**src/design/rhpg_pkg.sv**
```systemverilog
// Package for the rotated hand point generator: shared types, constants,
// the Q1.14 quarter-wave sine table and the Q.14 rounding helper.
// No dependencies.
package rhpg_pkg;

    // Default parameter values
    localparam int MAX_STEPS_DEF  = 128;
    localparam int HALF_WIDTH_DEF = 2;

    // Register reset values
    localparam logic [7:0] CENTRE_X_RST = 8'd64;
    localparam logic [7:0] CENTRE_Y_RST = 8'd80;

    // Register indexes (byte address bit 2)
    localparam logic REG_CENTRE_X = 1'b0;
    localparam logic REG_CENTRE_Y = 1'b1;

    // Quadrant codes for the fill pixel; axis angles get none
    localparam logic [2:0] QD_NONE = 3'd0;
    localparam logic [2:0] QD_1    = 3'd1;
    localparam logic [2:0] QD_2    = 3'd2;
    localparam logic [2:0] QD_3    = 3'd3;
    localparam logic [2:0] QD_4    = 3'd4;

    // Point indexes: P itself, A=(i,j-1), B=(i-1,j), C=(i-1,j-1)
    localparam int PT_P = 0;
    localparam int PT_A = 1;
    localparam int PT_B = 2;
    localparam int PT_C = 3;

    localparam logic [63:0] PI_Q30 = 64'd3373259426;
    localparam int          FIX_W  = 24;   // Q.14 coordinate width
    localparam int          PIX_W  = 10;   // pixel coordinate width

    // Control travelling alongside each request
    typedef struct packed {
        logic       valid;
        logic       nbr;    // neighbours exist (i > -half width, j > 0)
        logic [2:0] quad;
    } t_ctl;

    typedef logic [14:0] t_sin_tab [0:90];

    // Sine table, built at elaboration from a Q.30 Taylor series
    function automatic t_sin_tab build_sin_tab();
        t_sin_tab    tab;
        logic [63:0] x;
        logic [63:0] x2;
        logic [63:0] term;
        logic [63:0] pos;
        logic [63:0] neg;
        logic [63:0] sum;
        for (int d = 0; d <= 90; d++) begin
            x    = (64'(d) * PI_Q30 + 64'd90) / 64'd180;
            x2   = (x * x) >> 30;
            term = x;
            pos  = x;
            neg  = 64'd0;
            for (int n = 1; n <= 8; n++) begin
                term = (term * x2) >> 30;
                term = term / 64'((2 * n) * (2 * n + 1));
                if ((n % 2) == 1) begin
                    neg = neg + term;
                end else begin
                    pos = pos + term;
                end
            end
            sum    = (pos > neg) ? pos - neg : 64'd0;
            tab[d] = 15'((sum + 64'd32768) >> 16);
        end
        return tab;
    endfunction

    localparam t_sin_tab SIN_TAB = build_sin_tab();

    // Q.14 to pixel: negatives truncate toward zero, positives round with
    // an exact half going down
    function automatic logic [PIX_W-1:0] round_q14(input logic signed [FIX_W-1:0] v);
        logic [FIX_W-1:0] mag;
        logic [PIX_W-1:0] q;
        mag = FIX_W'(-v);
        q   = v[FIX_W-1-:PIX_W];
        if (v < 0) begin
            q = PIX_W'(0) - mag[FIX_W-1-:PIX_W];
        end else if (v[13:0] > 14'd8192) begin
            q = q + PIX_W'(1);
        end
        return q;
    endfunction

endpackage

```
**src/design/rhpg_trig.sv**
```systemverilog
// Front end: angle reduction and input clamping, then sine/cosine lookup.
// Two register stages. Depends on rhpg_pkg.
module rhpg_trig import rhpg_pkg::*; #(
    parameter int MAX_STEPS  = MAX_STEPS_DEF,
    parameter int HALF_WIDTH = HALF_WIDTH_DEF
) (
    input  logic               i_clk,
    input  logic               i_rst_n,
    input  logic               i_valid,
    input  logic [8:0]         i_angle_deg,
    input  logic signed [2:0]  i_lateral,
    input  logic [6:0]         i_step,
    output t_ctl               o_ctl,
    output logic signed [4:0]  o_lat,
    output logic [6:0]         o_step,
    output logic signed [15:0] o_sin,
    output logic signed [15:0] o_cos
);

    localparam logic signed [4:0] HW    = 5'(HALF_WIDTH);
    localparam logic [8:0]        J_MAX = 9'(MAX_STEPS - 1);

    // Stage A registers
    t_ctl              r_ctl_a;
    logic [8:0]        r_ang;
    logic signed [4:0] r_lat_a;
    logic [6:0]        r_step_a;

    logic [8:0]        n_ang;
    logic signed [4:0] n_lat;
    logic [6:0]        n_step;
    t_ctl              n_ctl_a;

    // Reduce angle, clamp lateral and step
    always_comb begin
        n_ang  = (i_angle_deg >= 9'd360) ? i_angle_deg - 9'd360 : i_angle_deg;
        n_lat  = 5'(i_lateral);
        if (n_lat < -HW) begin
            n_lat = -HW;
        end
        if (n_lat > HW) begin
            n_lat = HW;
        end
        n_step = (9'(i_step) > J_MAX) ? J_MAX[6:0] : i_step;
        n_ctl_a.valid = i_valid;
        n_ctl_a.nbr   = (n_lat > -HW) && (n_step != 7'd0);
        n_ctl_a.quad  = QD_NONE;
    end

    always_ff @(posedge i_clk) begin
        if (!i_rst_n) begin
            r_ctl_a <= '0;
        end else begin
            r_ctl_a <= n_ctl_a;
        end
        r_ang    <= n_ang;
        r_lat_a  <= n_lat;
        r_step_a <= n_step;
    end

    // Quadrant folding onto the 0..90 table
    logic [6:0] n_sd;
    logic [6:0] n_cd;
    logic       n_sneg;
    logic       n_cneg;
    logic [2:0] n_quad;

    always_comb begin
        if (r_ang <= 9'd90) begin
            n_sd = 7'(r_ang);            n_cd = 7'(9'd90 - r_ang);
            n_sneg = 1'b0;               n_cneg = 1'b0;
        end else if (r_ang <= 9'd180) begin
            n_sd = 7'(9'd180 - r_ang);   n_cd = 7'(r_ang - 9'd90);
            n_sneg = 1'b0;               n_cneg = 1'b1;
        end else if (r_ang <= 9'd270) begin
            n_sd = 7'(r_ang - 9'd180);   n_cd = 7'(9'd270 - r_ang);
            n_sneg = 1'b1;               n_cneg = 1'b1;
        end else begin
            n_sd = 7'(9'd360 - r_ang);   n_cd = 7'(r_ang - 9'd270);
            n_sneg = 1'b1;               n_cneg = 1'b0;
        end
        if (r_ang == 9'd0 || r_ang == 9'd90 || r_ang == 9'd180 || r_ang == 9'd270) begin
            n_quad = QD_NONE;
        end else if (r_ang < 9'd90) begin
            n_quad = QD_1;
        end else if (r_ang < 9'd180) begin
            n_quad = QD_2;
        end else if (r_ang < 9'd270) begin
            n_quad = QD_3;
        end else begin
            n_quad = QD_4;
        end
    end

    logic signed [15:0] n_sin;
    logic signed [15:0] n_cos;
    assign n_sin = n_sneg ? -$signed({1'b0, SIN_TAB[n_sd]}) : $signed({1'b0, SIN_TAB[n_sd]});
    assign n_cos = n_cneg ? -$signed({1'b0, SIN_TAB[n_cd]}) : $signed({1'b0, SIN_TAB[n_cd]});

    // Stage B registers
    t_ctl               r_ctl_b;
    logic signed [4:0]  r_lat_b;
    logic [6:0]         r_step_b;
    logic signed [15:0] r_sin;
    logic signed [15:0] r_cos;

    always_ff @(posedge i_clk) begin
        if (!i_rst_n) begin
            r_ctl_b <= '0;
        end else begin
            r_ctl_b <= '{valid: r_ctl_a.valid, nbr: r_ctl_a.nbr, quad: n_quad};
        end
        r_lat_b  <= r_lat_a;
        r_step_b <= r_step_a;
        r_sin    <= n_sin;
        r_cos    <= n_cos;
    end

    assign o_ctl  = r_ctl_b;
    assign o_lat  = r_lat_b;
    assign o_step = r_step_b;
    assign o_sin  = r_sin;
    assign o_cos  = r_cos;

endmodule

```
**src/design/rhpg_proj.sv**
```systemverilog
// Projection: products, pivot-relative sums and the four Q.14 points
// (P and its three neighbours). Three register stages. Depends on rhpg_pkg.
module rhpg_proj import rhpg_pkg::*; (
    input  logic                    i_clk,
    input  logic                    i_rst_n,
    input  t_ctl                    i_ctl,
    input  logic signed [4:0]       i_lat,
    input  logic [6:0]              i_step,
    input  logic signed [15:0]      i_sin,
    input  logic signed [15:0]      i_cos,
    input  logic [7:0]              i_centre_x,
    input  logic [7:0]              i_centre_y,
    output t_ctl                    o_ctl,
    output logic signed [FIX_W-1:0] o_fx [4],
    output logic signed [FIX_W-1:0] o_fy [4]
);

    // Stage C: four products
    t_ctl               r_ctl_c;
    logic signed [20:0] r_ic;
    logic signed [20:0] r_is;
    logic signed [23:0] r_js;
    logic signed [23:0] r_jc;
    logic signed [15:0] r_s_c;
    logic signed [15:0] r_c_c;

    logic signed [20:0] n_ic;
    logic signed [20:0] n_is;
    logic signed [23:0] n_js;
    logic signed [23:0] n_jc;
    logic signed [7:0]  step_s;

    assign step_s = $signed({1'b0, i_step});
    assign n_ic   = i_lat * i_cos;
    assign n_is   = i_lat * i_sin;
    assign n_js   = step_s * i_sin;
    assign n_jc   = step_s * i_cos;

    always_ff @(posedge i_clk) begin
        if (!i_rst_n) begin
            r_ctl_c <= '0;
        end else begin
            r_ctl_c <= i_ctl;
        end
        r_ic  <= n_ic;
        r_is  <= n_is;
        r_js  <= n_js;
        r_jc  <= n_jc;
        r_s_c <= i_sin;
        r_c_c <= i_cos;
    end

    // Stage D: point P in Q.14
    t_ctl                    r_ctl_d;
    logic signed [FIX_W-1:0] r_bx;
    logic signed [FIX_W-1:0] r_by;
    logic signed [15:0]      r_s_d;
    logic signed [15:0]      r_c_d;

    logic signed [FIX_W-1:0] cxq;
    logic signed [FIX_W-1:0] cyq;
    logic signed [FIX_W-1:0] n_bx;
    logic signed [FIX_W-1:0] n_by;

    assign cxq  = $signed({2'b00, i_centre_x, 14'd0});
    assign cyq  = $signed({2'b00, i_centre_y, 14'd0});
    assign n_bx = cxq + r_ic + r_js;
    assign n_by = cyq + r_is - r_jc;

    always_ff @(posedge i_clk) begin
        if (!i_rst_n) begin
            r_ctl_d <= '0;
        end else begin
            r_ctl_d <= r_ctl_c;
        end
        r_bx  <= n_bx;
        r_by  <= n_by;
        r_s_d <= r_s_c;
        r_c_d <= r_c_c;
    end

    // Stage E: neighbours by stepping back along j and across i
    t_ctl                    r_ctl_e;
    logic signed [FIX_W-1:0] r_fx [4];
    logic signed [FIX_W-1:0] r_fy [4];

    always_ff @(posedge i_clk) begin
        if (!i_rst_n) begin
            r_ctl_e <= '0;
        end else begin
            r_ctl_e <= r_ctl_d;
        end
        r_fx[PT_P] <= r_bx;
        r_fy[PT_P] <= r_by;
        r_fx[PT_A] <= r_bx - r_s_d;
        r_fy[PT_A] <= r_by + r_c_d;
        r_fx[PT_B] <= r_bx - r_c_d;
        r_fy[PT_B] <= r_by - r_s_d;
        r_fx[PT_C] <= r_bx - r_c_d - r_s_d;
        r_fy[PT_C] <= r_by - r_s_d + r_c_d;
    end

    assign o_ctl = r_ctl_e;
    assign o_fx  = r_fx;
    assign o_fy  = r_fy;

endmodule

```
**src/design/rhpg_gap.sv**
```systemverilog
// Back end: rounds the four points to pixels, runs the diagonal gap test
// and registers the result. Two register stages. Depends on rhpg_pkg.
module rhpg_gap import rhpg_pkg::*; (
    input  logic                    i_clk,
    input  logic                    i_rst_n,
    input  t_ctl                    i_ctl,
    input  logic signed [FIX_W-1:0] i_fx [4],
    input  logic signed [FIX_W-1:0] i_fy [4],
    output logic                    o_valid,
    output logic [PIX_W-1:0]        o_pixel_x,
    output logic [PIX_W-1:0]        o_pixel_y,
    output logic                    o_fill_valid,
    output logic [PIX_W-1:0]        o_fill_x,
    output logic [PIX_W-1:0]        o_fill_y
);

    // Stage F: rounding
    t_ctl             r_ctl_f;
    logic [PIX_W-1:0] r_rx [4];
    logic [PIX_W-1:0] r_ry [4];

    always_ff @(posedge i_clk) begin
        if (!i_rst_n) begin
            r_ctl_f <= '0;
        end else begin
            r_ctl_f <= i_ctl;
        end
        for (int k = 0; k < 4; k++) begin
            r_rx[k] <= round_q14(i_fx[k]);
            r_ry[k] <= round_q14(i_fy[k]);
        end
    end

    // Gap test and quadrant-dependent fill pixel
    logic             gap;
    logic             n_fv;
    logic [PIX_W-1:0] n_fx;
    logic [PIX_W-1:0] n_fy;

    assign gap = r_ctl_f.valid && r_ctl_f.nbr
              && (r_rx[PT_P] != r_rx[PT_A]) && (r_ry[PT_P] != r_ry[PT_A])
              && (r_rx[PT_B] != r_rx[PT_C]) && (r_ry[PT_B] != r_ry[PT_C])
              && (r_ry[PT_A] != r_ry[PT_C]);

    always_comb begin
        n_fv = gap;
        n_fx = '0;
        n_fy = '0;
        case (r_ctl_f.quad)
            QD_1: begin
                n_fx = r_rx[PT_C] + PIX_W'(1);
                n_fy = r_ry[PT_C];
            end
            QD_2: begin
                n_fx = r_rx[PT_A] + PIX_W'(1);
                n_fy = r_ry[PT_A];
            end
            QD_3: begin
                n_fx = r_rx[PT_A];
                n_fy = r_ry[PT_A] + PIX_W'(1);
            end
            QD_4: begin
                n_fx = r_rx[PT_C];
                n_fy = r_ry[PT_C] - PIX_W'(1);
            end
            default: begin
                n_fv = 1'b0;
            end
        endcase
        if (!n_fv) begin
            n_fx = '0;
            n_fy = '0;
        end
    end

    // Stage G: output register
    logic             r_valid;
    logic [PIX_W-1:0] r_px;
    logic [PIX_W-1:0] r_py;
    logic             r_fv;
    logic [PIX_W-1:0] r_fx_o;
    logic [PIX_W-1:0] r_fy_o;

    always_ff @(posedge i_clk) begin
        if (!i_rst_n) begin
            r_valid <= 1'b0;
        end else begin
            r_valid <= r_ctl_f.valid;
        end
        r_px   <= r_rx[PT_P];
        r_py   <= r_ry[PT_P];
        r_fv   <= n_fv;
        r_fx_o <= n_fx;
        r_fy_o <= n_fy;
    end

    assign o_valid      = r_valid;
    assign o_pixel_x    = r_px;
    assign o_pixel_y    = r_py;
    assign o_fill_valid = r_fv;
    assign o_fill_x     = r_fx_o;
    assign o_fill_y     = r_fy_o;

endmodule

```
**src/design/rotated_hand_point_generator.sv**
```systemverilog
// Top level of the rotated hand point generator: register port, pivot
// registers and the seven-stage pipeline. Depends on rhpg_pkg, rhpg_trig,
// rhpg_proj and rhpg_gap.
//
// Usage:
//   A request (angle, lateral offset, step) is taken at each rising edge with
//   start high and busy low. busy is never raised, so one request per clock
//   is sustained; every stage is a register that advances every cycle.
//   Each request gives exactly one result on o_pixel_x/o_pixel_y with the
//   gap-fill fields, marked by o_valid for one cycle. Each request passes
//   through stage registers A to G in order; its result is shown from G.
//   Results come out in request order; the receiver takes each one in the
//   cycle it is shown and cannot hold it off.
//   The pivot registers sit at byte addresses 0 (centre x) and 4
//   (centre y) of the APB-style port; write them only while no request is
//   in flight. Reset clears the pipeline valid bits and sets the pivot to
//   (64, 80); requests are taken from the first cycle after reset.
module rotated_hand_point_generator import rhpg_pkg::*; #(
    parameter int MAX_STEPS  = MAX_STEPS_DEF,
    parameter int HALF_WIDTH = HALF_WIDTH_DEF
) (
    input  logic              i_clk,
    input  logic              i_rst_n,
    // Register port
    input  logic              psel,
    input  logic              penable,
    input  logic              pwrite,
    input  logic [2:0]        paddr,
    input  logic [31:0]       pwdata,
    output logic [31:0]       prdata,
    output logic              pready,
    // Request channel
    input  logic              start,
    output logic              busy,
    input  logic [8:0]        i_angle_deg,
    input  logic signed [2:0] i_lateral,
    input  logic [6:0]        i_step,
    // Result channel
    output logic              o_valid,
    output logic [9:0]        o_pixel_x,
    output logic [9:0]        o_pixel_y,
    output logic              o_fill_valid,
    output logic [9:0]        o_fill_x,
    output logic [9:0]        o_fill_y
);

    // Pivot registers
    logic [7:0] r_centre_x;
    logic [7:0] r_centre_y;
    logic       wr_en;

    assign pready = 1'b1;
    assign wr_en  = psel && penable && pwrite && pready;

    always_ff @(posedge i_clk) begin
        if (!i_rst_n) begin
            r_centre_x <= CENTRE_X_RST;
            r_centre_y <= CENTRE_Y_RST;
        end else if (wr_en) begin
            if (paddr[2] == REG_CENTRE_X) begin
                r_centre_x <= pwdata[7:0];
            end else begin
                r_centre_y <= pwdata[7:0];
            end
        end
    end

    assign prdata = (paddr[2] == REG_CENTRE_Y) ? {24'd0, r_centre_y} : {24'd0, r_centre_x};

    // Pipeline
    logic accept;
    assign busy   = 1'b0;
    assign accept = start && !busy;

    t_ctl                    trig_ctl;
    logic signed [4:0]       trig_lat;
    logic [6:0]              trig_step;
    logic signed [15:0]      trig_sin;
    logic signed [15:0]      trig_cos;
    t_ctl                    proj_ctl;
    logic signed [FIX_W-1:0] proj_fx [4];
    logic signed [FIX_W-1:0] proj_fy [4];

    rhpg_trig #(
        .MAX_STEPS  (MAX_STEPS),
        .HALF_WIDTH (HALF_WIDTH)
    ) u_trig (
        .i_clk       (i_clk),
        .i_rst_n     (i_rst_n),
        .i_valid     (accept),
        .i_angle_deg (i_angle_deg),
        .i_lateral   (i_lateral),
        .i_step      (i_step),
        .o_ctl       (trig_ctl),
        .o_lat       (trig_lat),
        .o_step      (trig_step),
        .o_sin       (trig_sin),
        .o_cos       (trig_cos)
    );

    rhpg_proj u_proj (
        .i_clk      (i_clk),
        .i_rst_n    (i_rst_n),
        .i_ctl      (trig_ctl),
        .i_lat      (trig_lat),
        .i_step     (trig_step),
        .i_sin      (trig_sin),
        .i_cos      (trig_cos),
        .i_centre_x (r_centre_x),
        .i_centre_y (r_centre_y),
        .o_ctl      (proj_ctl),
        .o_fx       (proj_fx),
        .o_fy       (proj_fy)
    );

    rhpg_gap u_gap (
        .i_clk        (i_clk),
        .i_rst_n      (i_rst_n),
        .i_ctl        (proj_ctl),
        .i_fx         (proj_fx),
        .i_fy         (proj_fy),
        .o_valid      (o_valid),
        .o_pixel_x    (o_pixel_x),
        .o_pixel_y    (o_pixel_y),
        .o_fill_valid (o_fill_valid),
        .o_fill_x     (o_fill_x),
        .o_fill_y     (o_fill_y)
    );

    // Every result stems from an accepted request
    a_result_has_request: assert property (@(posedge i_clk) disable iff (!i_rst_n)
        o_valid |-> $past(accept, 7))
        else $error("result without a matching request");

    // No fill pixel on a cycle without a result
    a_fill_needs_result: assert property (@(posedge i_clk) disable iff (!i_rst_n)
        !o_valid |-> !o_fill_valid)
        else $error("fill flagged without a result");

    // Fill coordinates are zero when there is no fill pixel
    a_fill_zero: assert property (@(posedge i_clk) disable iff (!i_rst_n)
        (o_valid && !o_fill_valid) |-> (o_fill_x == 10'd0 && o_fill_y == 10'd0))
        else $error("fill coordinates not cleared");

    // A write to the centre x register lands in r_centre_x
    a_cfg_write: assert property (@(posedge i_clk) disable iff (!i_rst_n)
        (wr_en && paddr[2] == REG_CENTRE_X) |=> (r_centre_x == $past(pwdata[7:0])))
        else $error("centre x write lost");

endmodule

```
**config.mk**
```make
export PLATFORM = sky130hd
export DESIGN_NAME = rotated_hand_point_generator
export DESIGN_NICKNAME = d
export VERILOG_FILES = /design/src/design/rhpg_pkg.sv /design/src/design/rhpg_trig.sv /design/src/design/rhpg_proj.sv /design/src/design/rhpg_gap.sv /design/src/design/rotated_hand_point_generator.sv
export SDC_FILE = /design/constraint.sdc
export NUM_CORES = 2
export LEC_CHECK = 0
export BUFFER_PORTS_ARGS = -buffer_cell sky130_fd_sc_hd__buf_2
export CORE_ASPECT_RATIO = 1.75
export CORE_UTILIZATION = 30
export DETAILED_ROUTE_END_ITERATION = 7
export PLACE_DENSITY_LB_ADDON = 0.2
export SETUP_SLACK_MARGIN = 0.1
export SLEW_MARGIN = 40
export SYNTH_ARGS = -nofsm -noshare
export SYNTH_HDL_FRONTEND = slang
export SYNTH_HIERARCHICAL = 1
export SYNTH_SLANG_ARGS = --single-unit
export TNS_END_PERCENT = 5
```
**constraint.sdc**
```tcl
create_clock -name i_clk -period 5.7 [get_ports i_clk]
set_input_delay 0.57 -clock i_clk [delete_from_list [all_inputs] [get_ports i_clk]]
set_output_delay 0.57 -clock i_clk [all_outputs]
set_load 0.1 [all_outputs]
```
Word-level counts from Yosys, hierarchy flattened. Memory sizes are Yosys's and may differ from the RTL's. Index checks and enable logic that the tools add are counted.

Output and inout bits: 76. Memories: 4. Input bits: 60. ROM bits: 3840. RAM bits: 80. Logic and storage cells: 217. Register bits: 544.

$mul: 4. Reduce and logical (&&, ||, !) cells: 20. $lt $le $gt $ge: 28. Bitwise gates (word level): 4. $add $sub $neg: 48. Mux-type cells: 43. Equality and inequality tests: 12.

Memories: (no name shown) (words 128, width 15, read ports 1, clocked after Yosys merged registers in 0, wr ports 0, RTL line rhpg_trig.sv:97) `assign n_sin = n_sneg ? -$signed({1'b0, SIN_TAB[n_sd]}) : $signed({1'b0, SIN_TAB[n_sd]});`; (no name shown) (words 128, width 15, read ports 1, clocked after Yosys merged registers in 0, wr ports 0, RTL line rhpg_trig.sv:98) `assign n_cos = n_cneg ? -$signed({1'b0, SIN_TAB[n_cd]}) : $signed({1'b0, SIN_TAB[n_cd]});`; u_gap.r_rx (words 4, width 10, read ports 4, clocked after Yosys merged registers in 0, wr ports 4, RTL line rhpg_gap.sv:19) `logic [PIX_W-1:0] r_rx [4];`; u_gap.r_ry (words 4, width 10, read ports 4, clocked after Yosys merged registers in 0, wr ports 4, RTL line rhpg_gap.sv:20) `logic [PIX_W-1:0] r_ry [4];`.

Operator list (number): < comparator 24 x 1 -> 1 bit (second input constant) (8); negator 24 bit (8); two-way mux 10 bit (16); > comparator 14 bit (second input constant) (8); adder 10 x 1 -> 10 bit (second input constant) (11); subtractor 24 x 16 -> 24 bit (4); two-way mux 15 bit (6); case mux 10 bit (4 select lines) (2); subtractor 1 x 10 -> 10 bit (first input constant) (8); != test 10 bit (5); adder 23 x 21 -> 24 bit (2); adder 24 x 16 -> 24 bit (2); multiplier 8 x 16 -> 24 bit (2); multiplier 5 x 16 -> 21 bit (2); two-way mux 7 bit (6); negator 15 -> 16 bit (2); adder 24 bit (1); subtractor 24 bit (1); greater-or-equal comparator 8 bit (second input constant) (2); NOT 7 -> 8 bit (2); subtractor 7 bit (first input constant) (2); two-way mux 5 bit (2); subtractor 10 x 1 -> 10 bit (second input constant) (1); equality test 9 x 7 -> 1 bit (second input constant) (1); other kinds (35) (55).

Depth between registers and ports, before layout.
Depth after elaboration: 10. Mapped depth: 24. Depth with buffers taken out: 23.

Cells and area by module. The synthesis kept the hierarchy.

By module, submodules not included: rhpg_proj (instances 1, cells each 3414, sequential area each 8187.9 µm², area an instance 31679.1 µm²); rhpg_gap (instances 1, cells each 1328, sequential area each 2542.4 µm², area an instance 10208.5 µm²); rhpg_trig (instances 1, cells each 1017, sequential area each 1361.3 µm², area an instance 7544.7 µm²); rotated_hand_point_generator (instances 1, cells each 101, sequential area each 320.3 µm², area an instance 963.4 µm²).

Worst setup path after synthesis. Ideal clock, no wire load.

Path kind: register to register. Start: register u_trig.r_ang[0]. End: register u_trig.r_cos[14] (netlist: u_trig/o_cos[14]). Path buffers: 4. Cell stages (with the launch flop): 21. Required time: 5.584 ns. Setup slack: 0.574 ns. Setup time: 0.116 ns. Clock period less this slack: 5.126 ns. Data arrival time: 5.011 ns. Path through: dfxtp_1 clkbuf_1 inv_1 clkbuf_1 ha_1 nand4b_1 o211ai_1 buf_2 a32oi_1 mux2i_2 inv_2 buf_2 ha_1 nand2_1 a31oi_1 a221oi_1 a2111oi_1 or3_4 or3_4 or3_1 a31o_1.

Word-level cells in the longest chain between the ends: 10. Elaborated cells on any way between the ends: 19. Classes of those cells: add/sub (5); order compare (3); mux (9); bitwise (1); memory (1).

RTL lines: from (decl) (RTL line rhpg_trig.sv:25) `logic [8:0] r_ang;`; from (signal assigned) (RTL line rhpg_trig.sv:56) `r_ang <= n_ang;`; <= comparator 9 bit, or another cell as far along (RTL line rhpg_trig.sv:75) `end else if (r_ang <= 9'd270) begin`; two-way mux 7 bit (RTL line rhpg_trig.sv:75); two-way mux 7 bit (RTL line rhpg_trig.sv:72) `end else if (r_ang <= 9'd180) begin`; two-way mux 7 bit (RTL line rhpg_trig.sv:69) `if (r_ang <= 9'd90) begin`; NOT 7 -> 8 bit (implied by the code) (RTL line rhpg_trig.sv:98); memory (128 x 15 bit); two-way mux 15 bit (implied by the code) (2 in a row) (RTL line rhpg_trig.sv:98); negator 15 -> 16 bit (RTL line rhpg_trig.sv:98); two-way mux 15 bit * (RTL line rhpg_trig.sv:98); net u_trig.n_cos[14] (RTL line rhpg_trig.sv:96) `logic signed [15:0] n_cos;`; to (signal assigned) (RTL line rhpg_trig.sv:116) `r_cos <= n_cos;`; to (decl) (RTL line rhpg_trig.sv:105) `logic signed [15:0] r_cos;`.

Mark *: on every way through the listed nets, which the timed path passes. The rest lies on a longest branch. The select of a mux whose other input is x is not followed. A chain may end at the register's enable or synchronous reset.

Worst setup path after layout.
Start: register u_trig.r_step_b[4] (netlist: u_trig/o_step[4]). End: register u_proj.r_js[22].

Word-level cells in the longest chain between the ends: 1.

RTL lines: from (decl) (RTL line rhpg_trig.sv:103) `logic [6:0] r_step_b;`; from (signal assigned) (RTL line rhpg_trig.sv:114) `r_step_b <= r_step_a;`; multiplier 8 x 16 -> 24 bit (RTL line rhpg_proj.sv:36) `assign n_js = step_s * i_sin;`; net u_proj.n_js[22] (RTL line rhpg_proj.sv:29) `logic signed [23:0] n_js;`; to (signal assigned) (RTL line rhpg_proj.sv:47) `r_js <= n_js;`; to (decl) (RTL line rhpg_proj.sv:22) `logic signed [23:0] r_js;`.

The timed path passes the listed nets, and every way through them passes these cells.

==> metrics.md <==
| Metric | Value |
|---|---|
| Run status | complete, no violations |
| DR WL/cell | 19.6 um |
| Period utilization | 93.7% |
| Crit-path cells | nand2_1 -> fa_1 -> fa_1 -> inv_1 -> fa_1 -> inv_1 -> fa_1 -> inv_1 -> ha_1 -> o21ai_0 -> a21oi_1 -> a311oi_1 -> o21ai_0 -> nand2_1 -> o2111ai_1 -> a31o_2 -> a21oi_1 -> xnor2_1 |
| Met3 usage | under 10% |
| Relative slew slack | a little over two fifths |
| Remaining Overflow, GRT | 0 |
| Worst Path Max Fanout | 8 |
| PortBufs | slightly above 80 |
| Post-synth EDFFs | 0 |
| Worst Path Arrival | ~5.9 ns |
| Setup TNS | 0 ns |
| Worst setup EP type | register |
| Synth Register Bits | 620 |
| Final setup violation count | 0 |
| Fraction of layout cells with a size suffix above 1 | roughly 9% |
| DIE WIDTH | a little over 300 um |
| Most used DFF post-synth | dfxtp_1 |
| Gpl congestion | around 0.93 |
| Count leader, synth | inv_1 |
| Largest net degree at the start of global routing | 52 |
| Via density | 5.07 |
| Pre-antenna DRT Iters | 7 |
| Hold Crit Class | input pin to register |
| Post-synthesis cell count | ~5.9k |
| Antenna-violating nets left | 0 |
| Post-CTS setup buffer count | 0 |
| RSZ-0062 raised after global routing | true |
| Async S/R FF share, synth | 0% |
| Slowest-stage cell, CP | dfxtp_1 |
| Fin nets | ~6.8k |
| Total track usage | between 10% and 20% |
| DIE AREA | ~170,000 sq um |
| Clk root buf | clkbuf_16 |
| Synth area leaders | dfxtp_1 (25%), fa_1 (12%), ha_1 (11%) |
| I/O pins | about 140 |
| Starting Density | a little under a third |
| First-pass GRT wire length | 246 mm |
| CTS Buf Count | between 70 and 80 |
| Die height | 544 um |
| FP Rows | around 200 |
| Max Cap Viol | 0 |
| Vias in the first global route | 43.1k |
| DP Area | between 50,000 and 60,000 sq um |
| Netlist cell types | 129 |
| Yosys warning count | 6 |
| CP bufs+invs | 3 |
| Tightest Pin Transition | roughly 0.85 ns |
| Met1 Use GR | between 15 and 20% |
| Synth cell count leaders | inv_1 (654), dfxtp_1 (620), ha_1 (444) |
| Top cell type's share of synthesized area | between 20% and 30% |
| Fraction of the yosys area taken by sequential cells | about a quarter |
| Clock transition at path regs | roughly 0.06 ns |
| Design Area, Final | 56,600 sq um |
| Slew Viols, Final | 0 |
| Final Hold Fails | 0 |
| Worst path required time | around 6.3 ns |
| Area Growth Syn to Fin | 12.2% |
| Skew-Pair Late Insertion Delay | roughly 0.69 ns |
| Crit path kind | register to register |
| CTS tree | yes |
| WL final | 161 mm |
| Iter 0 DRT Violations | slightly above 2k |
| H-Tree Depth | 3 |
| Initial antenna violation count | 1 |
| Clock tree buffer depth | 3 |
| Clock sink total | just over 600 |
| DP HPWL | 132 mm |
| Final min period | ~5.3 ns |
| Core area | between 150,000 and 200,000 sq um |
| Top delay family on crit path | adder cells |
| CP most frequent cell | fa_1 |
| Synthesized area per cell | between 8 and 9 sq um |
| Setup Skew | approximately 0.029 ns |
| Post-route DRC | 0 |
| Synth area leader | dfxtp_1 |
| Routed via count | between 40k and 50k |
| Largest stage delay, worst path | about 0.53 ns |
| Crit start category | register |
| Syn Std Cell Area | between 50,000 and 60,000 sq um |
| Met2 GRT Util | a little under two fifths |
| Fmax | 187 MHz |
| Top Usage Layer GRT | met2 |
## layer usage
metal | up-vias | routed length [um]
li1 | 20262 | -
met1 | 20015 | 54800
met2 | 917 | 89400
met3 | 416 | 4240
met4 | 0 | 12800
met5 | - | 0
## path summary, 6_finish.rpt
kind                    start                 end  slack [ns]  cells after the start
max reg2reg  u_trig/o_step[4]     u_proj/r_js[22]        0.36                     18
max          u_trig/o_step[4]     u_proj/r_js[22]        0.36                     18
min                 i_step[4]  u_trig/r_step_a[4]        0.07                      1
min reg2reg   u_proj/r_c_c[1]     u_proj/r_c_d[1]        0.32                      0
## layout make-up
type	instances	area [sq um]
fill	17493	110000
clock inverter	32	433
clock buffer	96	2060
tap	2200	2750
multi-input combinational	4314	34300
sequential	620	12400
timing repair buffer	291	2100
inverter	659	2480
antenna	1	2.50
## metrics by stage
stage                     utilization, %  worst slack [ns]  cells  hold WS [ns]
after floorplan                        -             0.574   5884         0.310
after detailed placement            32.4             0.226   8077         0.312
after global placement              32.4             0.186   8077         0.312
final                               34.0             0.360   8213        0.0702
after CTS                           33.9             0.173   8212       0.00382
after global routing                34.0            0.0593   8213        0.0315
## sequential cells by signal, summed over array words and instances, names as in the netlist, 10 cells and up
signal           count
u_proj/r_ic         21
u_proj/r_c_c        16
u_gap/o_fill_x      10
u_proj/r_c_d        16
u_proj/r_js         24
u_gap/o_fill_y      10
u_gap/o_pixel_y     10
u_proj/o_fx         96
u_proj/r_bx         24
u_gap/r_rx          40
u_proj/r_by         24
u_gap/o_pixel_x     10
u_trig/o_cos        16
u_proj/r_jc         24
u_proj/o_fy         96
u_proj/r_s_c        16
u_gap/r_ry          40
u_trig/o_sin        16
u_proj/r_is         21
u_proj/r_s_d        16
## cell usage in the layout (no fill, tap or decap), types with 117 or more instances in the layout
cell / count
dfxtp_1: 618
nand2_1: 355
fa_1: 296
nor3_1: 134
xor2_1: 117
and2_1: 341
xnor2_1: 333
ha_1: 444
o21ai_0: 218
inv_1: 654
nand3_1: 145
buf_4: 194
nor2_1: 354
a21oi_1: 327
## what timing repair did
| item | 4_1_cts | 5_1_grt |
|---|---|---|
| hold buffers | 7 | 0 |
| gates resized for setup | 0 | 3 |
| setup endpoints to repair | 0 | 9 |
| endpoints found under the hold margin | 7 | 0 |
## worst reg2reg max path, cell delays in order, from the launching register on
cell and delay, ns:
dfxtp_1 0.53, nand2_1 0.14, fa_1 0.51, fa_1 0.50, inv_1 0.06, fa_1 0.52
inv_1 0.05, fa_1 0.53, inv_1 0.04, ha_1 0.32, o21ai_0 0.38, a21oi_1 0.19
a311oi_1 0.40, o21ai_0 0.23, nand2_1 0.15, o2111ai_1 0.18, a31o_2 0.27, a21oi_1 0.18
xnor2_1 0.13
## logic make-up after synthesis
logic type               synth area share (%)
AND/OR/NAND/NOR                          18.6
other                                  0.0149
adder cells (fa/ha/maj)                  22.8
AO/OA/AOI/OAI                            17.0
multiplexers                             1.55
XOR/XNOR                                 7.87
buffers and inverters                    7.58
flip-flops                               24.6
Power is not shown: default switching activity piles up to over one toggle a cycle in this logic, so the estimate is an artifact.
